**config.mk**
```make
export PLATFORM = sky130hd
export DESIGN_NAME = balance_lqr_supervisor
export DESIGN_NICKNAME = d
export VERILOG_FILES = /design/src/hdl/bls_pkg.sv /design/src/hdl/balance_lqr_supervisor.sv /design/src/hdl/bls_mac.sv
export SDC_FILE = /design/constraint.sdc
export NUM_CORES = 2
export LEC_CHECK = 0
export ABC_AREA = 1
export BUFFER_PORTS_ARGS = -buffer_cell sky130_fd_sc_hd__buf_4
export CAP_MARGIN = 10
export CORE_AREA = 2 2 332 334
export CTS_BUF_LIST = sky130_fd_sc_hd__clkbuf_4 sky130_fd_sc_hd__clkbuf_8
export CTS_CLUSTER_SIZE = 24
export DETAILED_ROUTE_END_ITERATION = 10
export DIE_AREA = 0 0 334 336
export GPL_TIMING_DRIVEN = 0
export PLACE_DENSITY_LB_ADDON = 0.3
export SLEW_MARGIN = 20
export SYNTH_ARGS = -nofsm -noshare
export SYNTH_HDL_FRONTEND = slang
export SYNTH_HIERARCHICAL = 1
export SYNTH_SLANG_ARGS = --single-unit
```
**constraint.sdc**
```tcl
create_clock -name clk -period 9.4 [get_ports clk]
set_clock_uncertainty 0.2 [all_clocks]
set_input_delay 0.47 -clock clk [delete_from_list [all_inputs] [get_ports clk]]
set_output_delay 0.47 -clock clk [all_outputs]
set_load 0.02 [all_outputs]
```
**src/hdl/bls_pkg.sv**
```systemverilog
package bls_pkg;

    // shared multiplier operand and accumulator widths
    localparam int MUL_W  = 25;
    localparam int PROD_W = 2 * MUL_W;
    localparam int ACC_W  = 52;

    // configuration register indexes
    localparam logic [3:0] CFG_GAIN_TILT       = 4'd0;
    localparam logic [3:0] CFG_GAIN_RATE       = 4'd1;
    localparam logic [3:0] CFG_GAIN_WHEEL      = 4'd2;
    localparam logic [3:0] CFG_TRIM_ALPHA      = 4'd3;
    localparam logic [3:0] CFG_MAX_TILT_DEV    = 4'd4;
    localparam logic [3:0] CFG_MAX_WHEEL_SPEED = 4'd5;
    localparam logic [3:0] CFG_STAND_ANGLE     = 4'd6;
    localparam logic [3:0] CFG_CURRENT_LIMIT   = 4'd7;

    // configuration reset values
    localparam logic [23:0] RST_GAIN_TILT       = 24'hE73375;  // -1625227
    localparam logic [23:0] RST_GAIN_RATE       = 24'hFD384A;  // -182198
    localparam logic [23:0] RST_GAIN_WHEEL      = 24'hFFF57A;  // -2694
    localparam logic [15:0] RST_TRIM_ALPHA      = 16'd66;
    localparam logic [22:0] RST_MAX_TILT_DEV    = 23'd11438;
    localparam logic [22:0] RST_MAX_WHEEL_SPEED = 23'd6862946;
    localparam logic [22:0] RST_STAND_ANGLE     = 23'd3431;
    localparam logic [22:0] RST_CURRENT_LIMIT   = 23'd524288;

    typedef struct packed {
        logic [31:0]        time_ms;
        logic signed [23:0] tilt;
        logic signed [23:0] tilt_rate;
        logic signed [23:0] wheel_speed_raw;
    } in_item_t;

    typedef struct packed {
        logic signed [23:0] drive_target;
        logic               mode;
        logic signed [23:0] trim;
        logic               fault;
        logic               updated;
    } out_item_t;

    // control of the shared multiply-accumulate unit
    typedef struct packed {
        logic load;   // register op_a * op_b
        logic acc;    // fold the registered product into the accumulator
        logic clear;  // start the accumulator from the product
        logic neg;    // subtract instead of add
    } mac_ctrl_t;

endpackage

```
**src/hdl/balance_lqr_supervisor.sv**
```systemverilog
// Balancing supervisor with state-feedback drive.
// Input channel in_valid/in_ready/in_data carries one sensor beat: tick,
// tilt, tilt rate and raw wheel speed. Output channel out_valid/out_ready/
// out_data returns exactly one result beat per input beat, in order.
// Configuration is a plain write port (cfg_we, cfg_index, cfg_data); write it
// only while no beat is in flight. Indexes beyond 7 are ignored.
// One beat is worked at a time: in_ready is high only while the sequencer
// is idle. A skipped, waiting or dropout beat goes from S_CHECK straight to
// S_DONE and the output register; an enabled beat runs the trim filter and the
// feedback sum through the one shared 25x25 multiply-accumulate unit, five
// products in nine steps, before S_DONE. The next beat is taken once the
// sequencer is back in S_IDLE after the result is loaded. When the receiver
// stalls the result stays in the output register and a finished result waits
// in the sequencer until it is free.
// Reset clears mode, trim, target, stand timer and tick history and loads
// the default gains and limits; no beat is pending after reset.
module balance_lqr_supervisor #(
    parameter int STAND_MS = 2000
) (
    input  logic               clk,
    input  logic               rst_n,
    input  logic               in_valid,
    output logic               in_ready,
    input  bls_pkg::in_item_t  in_data,
    output logic               out_valid,
    input  logic               out_ready,
    output bls_pkg::out_item_t out_data,
    input  logic               cfg_we,
    input  logic [3:0]         cfg_index,
    input  logic [23:0]        cfg_data
);
    import bls_pkg::*;

    localparam int RND_W = ACC_W - 16;
    localparam logic [31:0] STAND_LIMIT = 32'(STAND_MS);

    typedef enum logic [3:0] {
        S_IDLE,
        S_CHECK,
        S_TRIM_A,
        S_TRIM_B,
        S_TRIM_C,
        S_TRIM_R,
        S_FB_A,
        S_FB_B,
        S_FB_C,
        S_FB_D,
        S_FB_R,
        S_DONE
    } state_t;

    // configuration registers
    logic signed [23:0] gain_tilt_reg;
    logic signed [23:0] gain_rate_reg;
    logic signed [23:0] gain_wheel_reg;
    logic [15:0]        trim_alpha_reg;
    logic [22:0]        max_tilt_dev_reg;
    logic [22:0]        max_wheel_speed_reg;
    logic [22:0]        stand_angle_reg;
    logic [22:0]        current_limit_reg;

    // controller state
    state_t             state_reg;
    logic               mode_reg;
    logic signed [23:0] trim_reg;
    logic [31:0]        stand_start_reg;
    logic               stand_timing_reg;
    logic [31:0]        last_time_reg;
    logic               have_last_reg;
    logic signed [23:0] target_reg;
    logic               fault_reg;
    logic               updated_reg;
    in_item_t           item_reg;
    logic               out_valid_reg;
    out_item_t          out_data_reg;

    // datapath
    mac_ctrl_t                mac_ctrl;
    logic signed [MUL_W-1:0]  op_a;
    logic signed [MUL_W-1:0]  op_b;
    logic signed [ACC_W-1:0]  acc;
    logic signed [ACC_W-1:0]  acc_bias;
    logic signed [RND_W-1:0]  acc_rnd;
    logic signed [RND_W-1:0]  lim_ext;
    logic signed [23:0]       drive_clamped;
    logic signed [24:0]       tilt_ext;
    logic signed [24:0]       rate_ext;
    logic signed [24:0]       wheel;
    logic signed [24:0]       dev;
    logic signed [24:0]       tc;
    logic signed [24:0]       max_dev_ext;
    logic signed [24:0]       max_wheel_ext;
    logic signed [24:0]       stand_ext;
    logic [16:0]              one_minus_alpha;
    logic                     skip;
    logic                     dropout;
    logic                     standing;
    logic                     stand_elapsed;
    logic                     out_free;

    bls_mac u_mac (
        .clk   (clk),
        .rst_n (rst_n),
        .ctrl  (mac_ctrl),
        .op_a  (op_a),
        .op_b  (op_b),
        .acc   (acc)
    );

    // decisions on the held beat
    always_comb
    begin
        tilt_ext      = {item_reg.tilt[23], item_reg.tilt};
        rate_ext      = {item_reg.tilt_rate[23], item_reg.tilt_rate};
        wheel         = -{item_reg.wheel_speed_raw[23], item_reg.wheel_speed_raw};
        dev           = tilt_ext - {trim_reg[23], trim_reg};
        tc            = dev;
        max_dev_ext   = {2'b00, max_tilt_dev_reg};
        max_wheel_ext = {2'b00, max_wheel_speed_reg};
        stand_ext     = {2'b00, stand_angle_reg};
        skip          = !have_last_reg || (item_reg.time_ms == last_time_reg);
        dropout       = (dev > max_dev_ext) || (dev < -max_dev_ext)
                        || (wheel > max_wheel_ext) || (wheel < -max_wheel_ext);
        standing      = (tilt_ext < stand_ext) && (tilt_ext > -stand_ext);
        stand_elapsed = (item_reg.time_ms - stand_start_reg) > STAND_LIMIT;
        out_free      = !out_valid_reg || out_ready;
    end

    // operand selection and unit control per step
    always_comb
    begin
        one_minus_alpha = 17'h10000 - {1'b0, trim_alpha_reg};
        op_a     = '0;
        op_b     = '0;
        mac_ctrl = '0;
        case (state_reg)
            S_TRIM_A:
            begin
                op_a          = {8'b0, one_minus_alpha};
                op_b          = {trim_reg[23], trim_reg};
                mac_ctrl.load = 1'b1;
            end
            S_TRIM_B:
            begin
                op_a           = {9'b0, trim_alpha_reg};
                op_b           = tilt_ext;
                mac_ctrl.load  = 1'b1;
                mac_ctrl.acc   = 1'b1;
                mac_ctrl.clear = 1'b1;
            end
            S_TRIM_C:
            begin
                mac_ctrl.acc = 1'b1;
            end
            S_FB_A:
            begin
                op_a          = {gain_tilt_reg[23], gain_tilt_reg};
                op_b          = tc;
                mac_ctrl.load = 1'b1;
            end
            S_FB_B:
            begin
                op_a           = {gain_rate_reg[23], gain_rate_reg};
                op_b           = rate_ext;
                mac_ctrl.load  = 1'b1;
                mac_ctrl.acc   = 1'b1;
                mac_ctrl.clear = 1'b1;
                mac_ctrl.neg   = 1'b1;
            end
            S_FB_C:
            begin
                op_a          = {gain_wheel_reg[23], gain_wheel_reg};
                op_b          = wheel;
                mac_ctrl.load = 1'b1;
                mac_ctrl.acc  = 1'b1;
                mac_ctrl.neg  = 1'b1;
            end
            S_FB_D:
            begin
                mac_ctrl.acc = 1'b1;
                mac_ctrl.neg = 1'b1;
            end
            default:
            begin
                mac_ctrl = '0;
            end
        endcase
    end

    // round to nearest toward plus infinity at half, then saturate
    always_comb
    begin
        acc_bias = acc + ACC_W'(32768);
        acc_rnd  = acc_bias[ACC_W-1:16];
        lim_ext  = {{(RND_W - 23){1'b0}}, current_limit_reg};
        if (acc_rnd > lim_ext)
        begin
            drive_clamped = {1'b0, current_limit_reg};
        end
        else if (acc_rnd < -lim_ext)
        begin
            drive_clamped = -{1'b0, current_limit_reg};
        end
        else
        begin
            drive_clamped = acc_rnd[23:0];
        end
    end

    // configuration writes
    always_ff @(posedge clk or negedge rst_n)
    begin
        if (!rst_n)
        begin
            gain_tilt_reg       <= RST_GAIN_TILT;
            gain_rate_reg       <= RST_GAIN_RATE;
            gain_wheel_reg      <= RST_GAIN_WHEEL;
            trim_alpha_reg      <= RST_TRIM_ALPHA;
            max_tilt_dev_reg    <= RST_MAX_TILT_DEV;
            max_wheel_speed_reg <= RST_MAX_WHEEL_SPEED;
            stand_angle_reg     <= RST_STAND_ANGLE;
            current_limit_reg   <= RST_CURRENT_LIMIT;
        end
        else if (cfg_we)
        begin
            case (cfg_index)
                CFG_GAIN_TILT:       gain_tilt_reg       <= cfg_data;
                CFG_GAIN_RATE:       gain_rate_reg       <= cfg_data;
                CFG_GAIN_WHEEL:      gain_wheel_reg      <= cfg_data;
                CFG_TRIM_ALPHA:      trim_alpha_reg      <= cfg_data[15:0];
                CFG_MAX_TILT_DEV:    max_tilt_dev_reg    <= cfg_data[22:0];
                CFG_MAX_WHEEL_SPEED: max_wheel_speed_reg <= cfg_data[22:0];
                CFG_STAND_ANGLE:     stand_angle_reg     <= cfg_data[22:0];
                CFG_CURRENT_LIMIT:   current_limit_reg   <= cfg_data[22:0];
                default:             ;
            endcase
        end
    end

    // sequencer, controller state and output register
    always_ff @(posedge clk or negedge rst_n)
    begin
        if (!rst_n)
        begin
            state_reg        <= S_IDLE;
            mode_reg         <= 1'b0;
            trim_reg         <= '0;
            stand_start_reg  <= '0;
            stand_timing_reg <= 1'b0;
            last_time_reg    <= '0;
            have_last_reg    <= 1'b0;
            target_reg       <= '0;
            fault_reg        <= 1'b0;
            updated_reg      <= 1'b0;
            item_reg         <= '0;
            out_valid_reg    <= 1'b0;
            out_data_reg     <= '0;
        end
        else
        begin
            // a beat loaded in S_DONE replaces the one leaving
            if (out_valid_reg && out_ready && state_reg != S_DONE)
            begin
                out_valid_reg <= 1'b0;
            end
            case (state_reg)
                S_IDLE:
                begin
                    if (in_valid)
                    begin
                        item_reg  <= in_data;
                        state_reg <= S_CHECK;
                    end
                end
                S_CHECK:
                begin
                    last_time_reg <= item_reg.time_ms;
                    have_last_reg <= 1'b1;
                    fault_reg     <= !skip && mode_reg && dropout;
                    updated_reg   <= !skip;
                    state_reg     <= (!skip && mode_reg && !dropout) ? S_TRIM_A : S_DONE;
                    if (!skip)
                    begin
                        if (mode_reg)
                        begin
                            if (dropout)
                            begin
                                mode_reg   <= 1'b0;
                                target_reg <= '0;
                            end
                        end
                        else
                        begin
                            trim_reg   <= '0;
                            target_reg <= '0;
                            if (standing)
                            begin
                                if (!stand_timing_reg)
                                begin
                                    stand_timing_reg <= 1'b1;
                                    stand_start_reg  <= item_reg.time_ms;
                                end
                                else if (stand_elapsed)
                                begin
                                    mode_reg         <= 1'b1;
                                    stand_timing_reg <= 1'b0;
                                    stand_start_reg  <= '0;
                                end
                            end
                            else
                            begin
                                stand_timing_reg <= 1'b0;
                                stand_start_reg  <= '0;
                            end
                        end
                    end
                end
                S_TRIM_A: state_reg <= S_TRIM_B;
                S_TRIM_B: state_reg <= S_TRIM_C;
                S_TRIM_C: state_reg <= S_TRIM_R;
                S_TRIM_R:
                begin
                    trim_reg  <= acc_rnd[23:0];
                    state_reg <= S_FB_A;
                end
                S_FB_A: state_reg <= S_FB_B;
                S_FB_B: state_reg <= S_FB_C;
                S_FB_C: state_reg <= S_FB_D;
                S_FB_D: state_reg <= S_FB_R;
                S_FB_R:
                begin
                    target_reg <= drive_clamped;
                    state_reg  <= S_DONE;
                end
                S_DONE:
                begin
                    if (out_free)
                    begin
                        out_data_reg.drive_target <= target_reg;
                        out_data_reg.mode         <= mode_reg;
                        out_data_reg.trim         <= trim_reg;
                        out_data_reg.fault        <= fault_reg;
                        out_data_reg.updated      <= updated_reg;
                        out_valid_reg             <= 1'b1;
                        state_reg                 <= S_IDLE;
                    end
                end
                default: state_reg <= S_IDLE;
            endcase
        end
    end

    assign in_ready  = (state_reg == S_IDLE);
    assign out_valid = out_valid_reg;
    assign out_data  = out_data_reg;

endmodule

```
**src/hdl/bls_mac.sv**
```systemverilog
module bls_mac (
    input  logic                              clk,
    input  logic                              rst_n,
    input  bls_pkg::mac_ctrl_t                ctrl,
    input  logic signed [bls_pkg::MUL_W-1:0]  op_a,
    input  logic signed [bls_pkg::MUL_W-1:0]  op_b,
    output logic signed [bls_pkg::ACC_W-1:0]  acc
);
    import bls_pkg::*;

    logic signed [PROD_W-1:0] prod_reg;
    logic signed [PROD_W-1:0] prod_next;
    logic signed [ACC_W-1:0]  acc_reg;
    logic signed [ACC_W-1:0]  acc_next;
    logic signed [ACC_W-1:0]  prod_ext;
    logic signed [ACC_W-1:0]  base;

    // multiply stage
    assign prod_next = op_a * op_b;

    // accumulate stage
    always_comb
    begin
        prod_ext = {{(ACC_W - PROD_W){prod_reg[PROD_W-1]}}, prod_reg};
        base     = ctrl.clear ? '0 : acc_reg;
        acc_next = ctrl.neg ? (base - prod_ext) : (base + prod_ext);
    end

    always_ff @(posedge clk or negedge rst_n)
    begin
        if (!rst_n)
        begin
            acc_reg <= '0;
        end
        else if (ctrl.acc)
        begin
            acc_reg <= acc_next;
        end
    end

    always_ff @(posedge clk)
    begin
        if (ctrl.load)
        begin
            prod_reg <= prod_next;
        end
    end

    assign acc = acc_reg;

endmodule

```
==> flow_results.org <==
** GRT
- Antenna violations before repair :: 7
- Maximum number of pins on one net before global-route repair :: 106
- Overall routing resource usage :: 42.6%
- Wire length of the first global-routing pass :: 359000 um
- Residual overflow from global routing :: 0
- The number of global-route vias before repair was 60984.

** Place
- HPWL after DPL :: 189000 um
- Placed cell count :: 10258
- Buffers placed on the I/O ports in this run total 188.
- The placed instances occupy a cell area of 68200 sq um.
- Final estimated routing congestion in global placement :: 1.06

** Synthesis
- For this run, the number of Yosys warnings is 6.
- A synthesized cell averages 7.50 sq um.
- Count of distinct cell types in the synthesized netlist :: 70
- Number of enable-type register cells in the synthesized netlist :: 50
- Portion of the post-synthesis area used by sequential elements :: 22.1%
- The number of nets in the synthesized netlist is 9898.
- Summing every instance area after synthesis gives 64900 sq um.
- Number of synthesized register bits :: 559
- For this run, asynchronously set or reset flops after synthesis account for 91.1%.
- Among all flip-flop cells after synthesis, the most frequent one is sky130_fd_sc_hd__dfrtp_1.
- Post-Synthesis Cells :: 8648

** Routing
- Antenna viol nets, final :: 0
- After detailed routing, the number of remaining DRC violations is 0.
- Total number of vias :: 61957
- Mean routed wirelength per cell :: 22.5 um
- Using the TritonRoute via totals, the vias-per-cell ratio works out to 5.82.
- The first detailed-routing pass took 6 iterations.
- Final routed wirelength across all metal layers :: 239000 um
- Number of violations reported at the end of detailed-routing iteration 0 :: 6689

** Min path
- In this run the worst hold path is classified as input port to asynchronous set/reset pin.

** Finish
- Layout Utilization :: 68.7%
- Fraction of final layout cells with drive strength greater than 1 :: 12.8%
- Fill cell instance count of the final layout :: 9036
- At the end of the flow, the number of nets in the layout was 10392.
- Final design instance area without fill :: 74500 sq um
- The register with the most flip-flops in the layout has 104 of them.
- Area growth syn-to-layout :: 14.9%
- The finished layout holds 10641 standard cells, fillers aside.

** Setup path
- Worst path buffer plus inverter count :: 9
- The critical path in this run is classified as flip-flop to flip-flop.
- CP Data Arrival Time :: 9.80 ns
- CP max stage delay :: 0.74 ns
- Required time at the endpoint of the critical path :: 9.70 ns
- By instance count, the cell type seen most on the critical path is sky130_fd_sc_hd__inv_1.
- Nature of the critical path startpoint :: flip-flop
- The slowest stage of the critical path belongs to the cell sky130_fd_sc_hd__clkbuf_1.
- Critical path peak fanout :: 10
- Delay-heaviest family, CP :: adder cells
- Kind of end point of the critical path :: flip-flop

** Run
- Max-cap violations :: 0

** Floorplan
- In this run the vertical extent of the chip is 336 um.
- Rows :: 121
- Core Box Area :: 108000 sq um
- Die span in x :: 334 um
- For this configuration, the core starts out at a cell density of 59.8%.
- Die Footprint :: 112000 sq um
- Num ports :: 190

** Clock network
- Total number of H-tree levels :: 3
- TritonCTS built the clock tree.
- The tree built by TritonCTS fans out to 559 sinks.
- No sink is reached through more buffers than the 3 on the longest clock path.
- Clock latency of the later-clocked register in the worst-skew pair :: 0.77 ns
- The number of clock buffers added by TritonCTS is 95.
- CTS Root Cell :: sky130_fd_sc_hd__clkbuf_8
- After clock tree synthesis, the clock-pin slew on the worst setup and hold paths is 0.06 ns.

** STA
- For the pin with the worst max-slew slack, the measured transition is 1.08 ns.
- After layout, the worst path uses 101% of the clock period.
- Max-slew violations :: 0
- Final Hold Violating Endpoints :: 0
- Once routing completed, OpenROAD measured the worst setup slack at -0.0956 ns.
- Setup repair after global routing could not meet its margin everywhere.
- Final Critical Period :: 9.50 ns
- Max_slew headroom :: 28.3%
- Setup violations remaining at the end of the flow were counted as 2.
- For this run, the top clock speed supported by timing is 105 MHz.

** Outcome
- The final reports fail on setup timing.
- Result of the run :: finished, violations left

** Power
- Leakage power summed over all cells :: 40.3 nW
- IR Drop Worst-Case VDD :: 0.509 mV
- For this design the ratio of total power to cell area is 405 nW/um^2.
- Summing internal, switching and leakage power gives 0.0302 W.
## timing repair
action,4_1_cts,5_1_grt
setup endpoints to repair,38,35
hold buffers,132,0
cloned,0,2
pin swaps,37,173
gates resized for setup,290,392
endpoints found under the hold margin,466,0
buffers inserted,19,59
## path summary, 6_finish.rpt
check	to	cells past startpoint	slack, ns	startpoint
max reg2reg	u_mac/prod_reg[47]	30	-0.1	state_reg[3]
min reg2reg	stand_start_reg[30]	2	0.27	stand_start_reg[30]
min in group clk	trim_alpha_reg[15]	4	0.11	cfg_we
max	u_mac/prod_reg[47]	30	-0.1	state_reg[3]
min	stand_angle_reg[9]	2	0.06	rst_n
max in group asynchronous	u_mac/acc[33]	6	6.85	rst_n
## per-stage QoR
stage | setup slack (ns) | hold WS (ns) | setup TNS, ns
final | -0.0956 | 0.0569 | -0.122
after CTS | 0.000927 | 0.0384 | 0
after global placement | -2.45 | 0.253 | -58.94
after detailed placement | -2.65 | 0.235 | -62.67
after floorplan | 0.646 | -0.0256 | 0
after global routing | -0.155 | 0.0879 | -1.21
## worst reg2reg max path: cells and delay by family, from the launching register on
family / cells / cell delay (ns)
adder cells (fa/ha/maj): 8 / 4.04
buffers and inverters: 9 / 2.50
AND/OR/NAND/NOR: 10 / 1.50
AO/OA/AOI/OAI: 3 / 0.56
flip-flops: 1 / 0.46
## report_power, final
group          total [W]  internal [W]  switching, W
Combinational     0.0229       0.00792        0.0150
Sequential       0.00469       0.00362       0.00107
Clock            0.00257       0.00143       0.00114
## cell usage after synthesis, types with 11 or more instances
master / instances / area share [%]
sky130_fd_sc_hd__a21o_1: 23 / 0.27
sky130_fd_sc_hd__a21oi_1: 304 / 2.3
sky130_fd_sc_hd__a221oi_1: 28 / 0.38
sky130_fd_sc_hd__a22o_1: 11 / 0.15
sky130_fd_sc_hd__a31oi_1: 19 / 0.18
sky130_fd_sc_hd__buf_1: 11 / 0.064
sky130_fd_sc_hd__clkbuf_1: 266 / 1.5
sky130_fd_sc_hd__dfrtp_1: 433 / 17
sky130_fd_sc_hd__dfstp_2: 76 / 3.1
sky130_fd_sc_hd__edfxtp_1: 50 / 2.3
sky130_fd_sc_hd__fa_1: 661 / 20
sky130_fd_sc_hd__ha_1: 452 / 8.7
sky130_fd_sc_hd__inv_1: 1820 / 11
sky130_fd_sc_hd__mux2_2: 104 / 1.8
sky130_fd_sc_hd__nand2_1: 2236 / 13
sky130_fd_sc_hd__nand2_2: 18 / 0.17
sky130_fd_sc_hd__nand3_1: 326 / 2.5
sky130_fd_sc_hd__nand3b_1: 18 / 0.21
sky130_fd_sc_hd__nand4_1: 145 / 1.4
sky130_fd_sc_hd__nor2_1: 588 / 3.4
sky130_fd_sc_hd__nor2_2: 20 / 0.19
sky130_fd_sc_hd__nor3_1: 82 / 0.63
sky130_fd_sc_hd__nor4_1: 21 / 0.20
sky130_fd_sc_hd__o211ai_1: 26 / 0.30
sky130_fd_sc_hd__o21ai_0: 407 / 3.1
sky130_fd_sc_hd__o21bai_1: 34 / 0.39
sky130_fd_sc_hd__o22ai_1: 25 / 0.24
sky130_fd_sc_hd__or2_2: 32 / 0.31
sky130_fd_sc_hd__xnor2_1: 79 / 1.1
sky130_fd_sc_hd__xor2_1: 192 / 2.6
## cells in the final DEF (no fill, tap or decap), drive strengths merged, types with 28 or more instances in the layout
cell type / count
dlygate4sd3: 132
nand3: 334
inv: 1823
or2: 33
dfrtp: 433
xor2: 192
nor3: 90
ha: 452
xnor2: 79
a221oi: 28
buf: 327
a21oi: 306
edfxtp: 50
o21bai: 34
dfstp: 76
fa: 661
nand2: 2258
mux2: 104
clkbuf: 379
nand4: 147
o21ai: 418
nor2: 614
## routing by layer
metal / wire length (um) / up-vias / global-route usage, %
met1: 89600 / 29734 / 54.2
li1: - / 27676 / -
met5: 64 / - / 0
met4: 20000 / 10 / 28.9
met2: 105000 / 3586 / 66.1
met3: 24600 / 951 / 8.54
## cell type report
class | count | area [sq um] | area share [%]
repair buffers | 408 | 3580 | 4.81
multi-input cells | 5968 | 44100 | 59.2
flip-flops and latches | 559 | 14300 | 19.2
inverters | 1833 | 6930 | 9.31
clock inverters | 26 | 313 | 0.420
clock buffers | 154 | 1930 | 2.59
well taps | 1414 | 1770 | 2.38
plain buffers | 277 | 1490 | 2.01
diodes | 2 | 5.00 | 0.00672
## cells by family after synthesis
family | count (synthesis) | synth area share [%]
XOR/XNOR | 271 | 3.66
AO/OA/AOI/OAI | 949 | 8.26
buffers and inverters | 2121 | 12.4
flip-flops | 559 | 22.1
adder cells (fa/ha/maj) | 1113 | 29.1
multiplexers | 104 | 1.81
AND/OR/NAND/NOR | 3531 | 22.7
(Power assumes the default switching activity.)
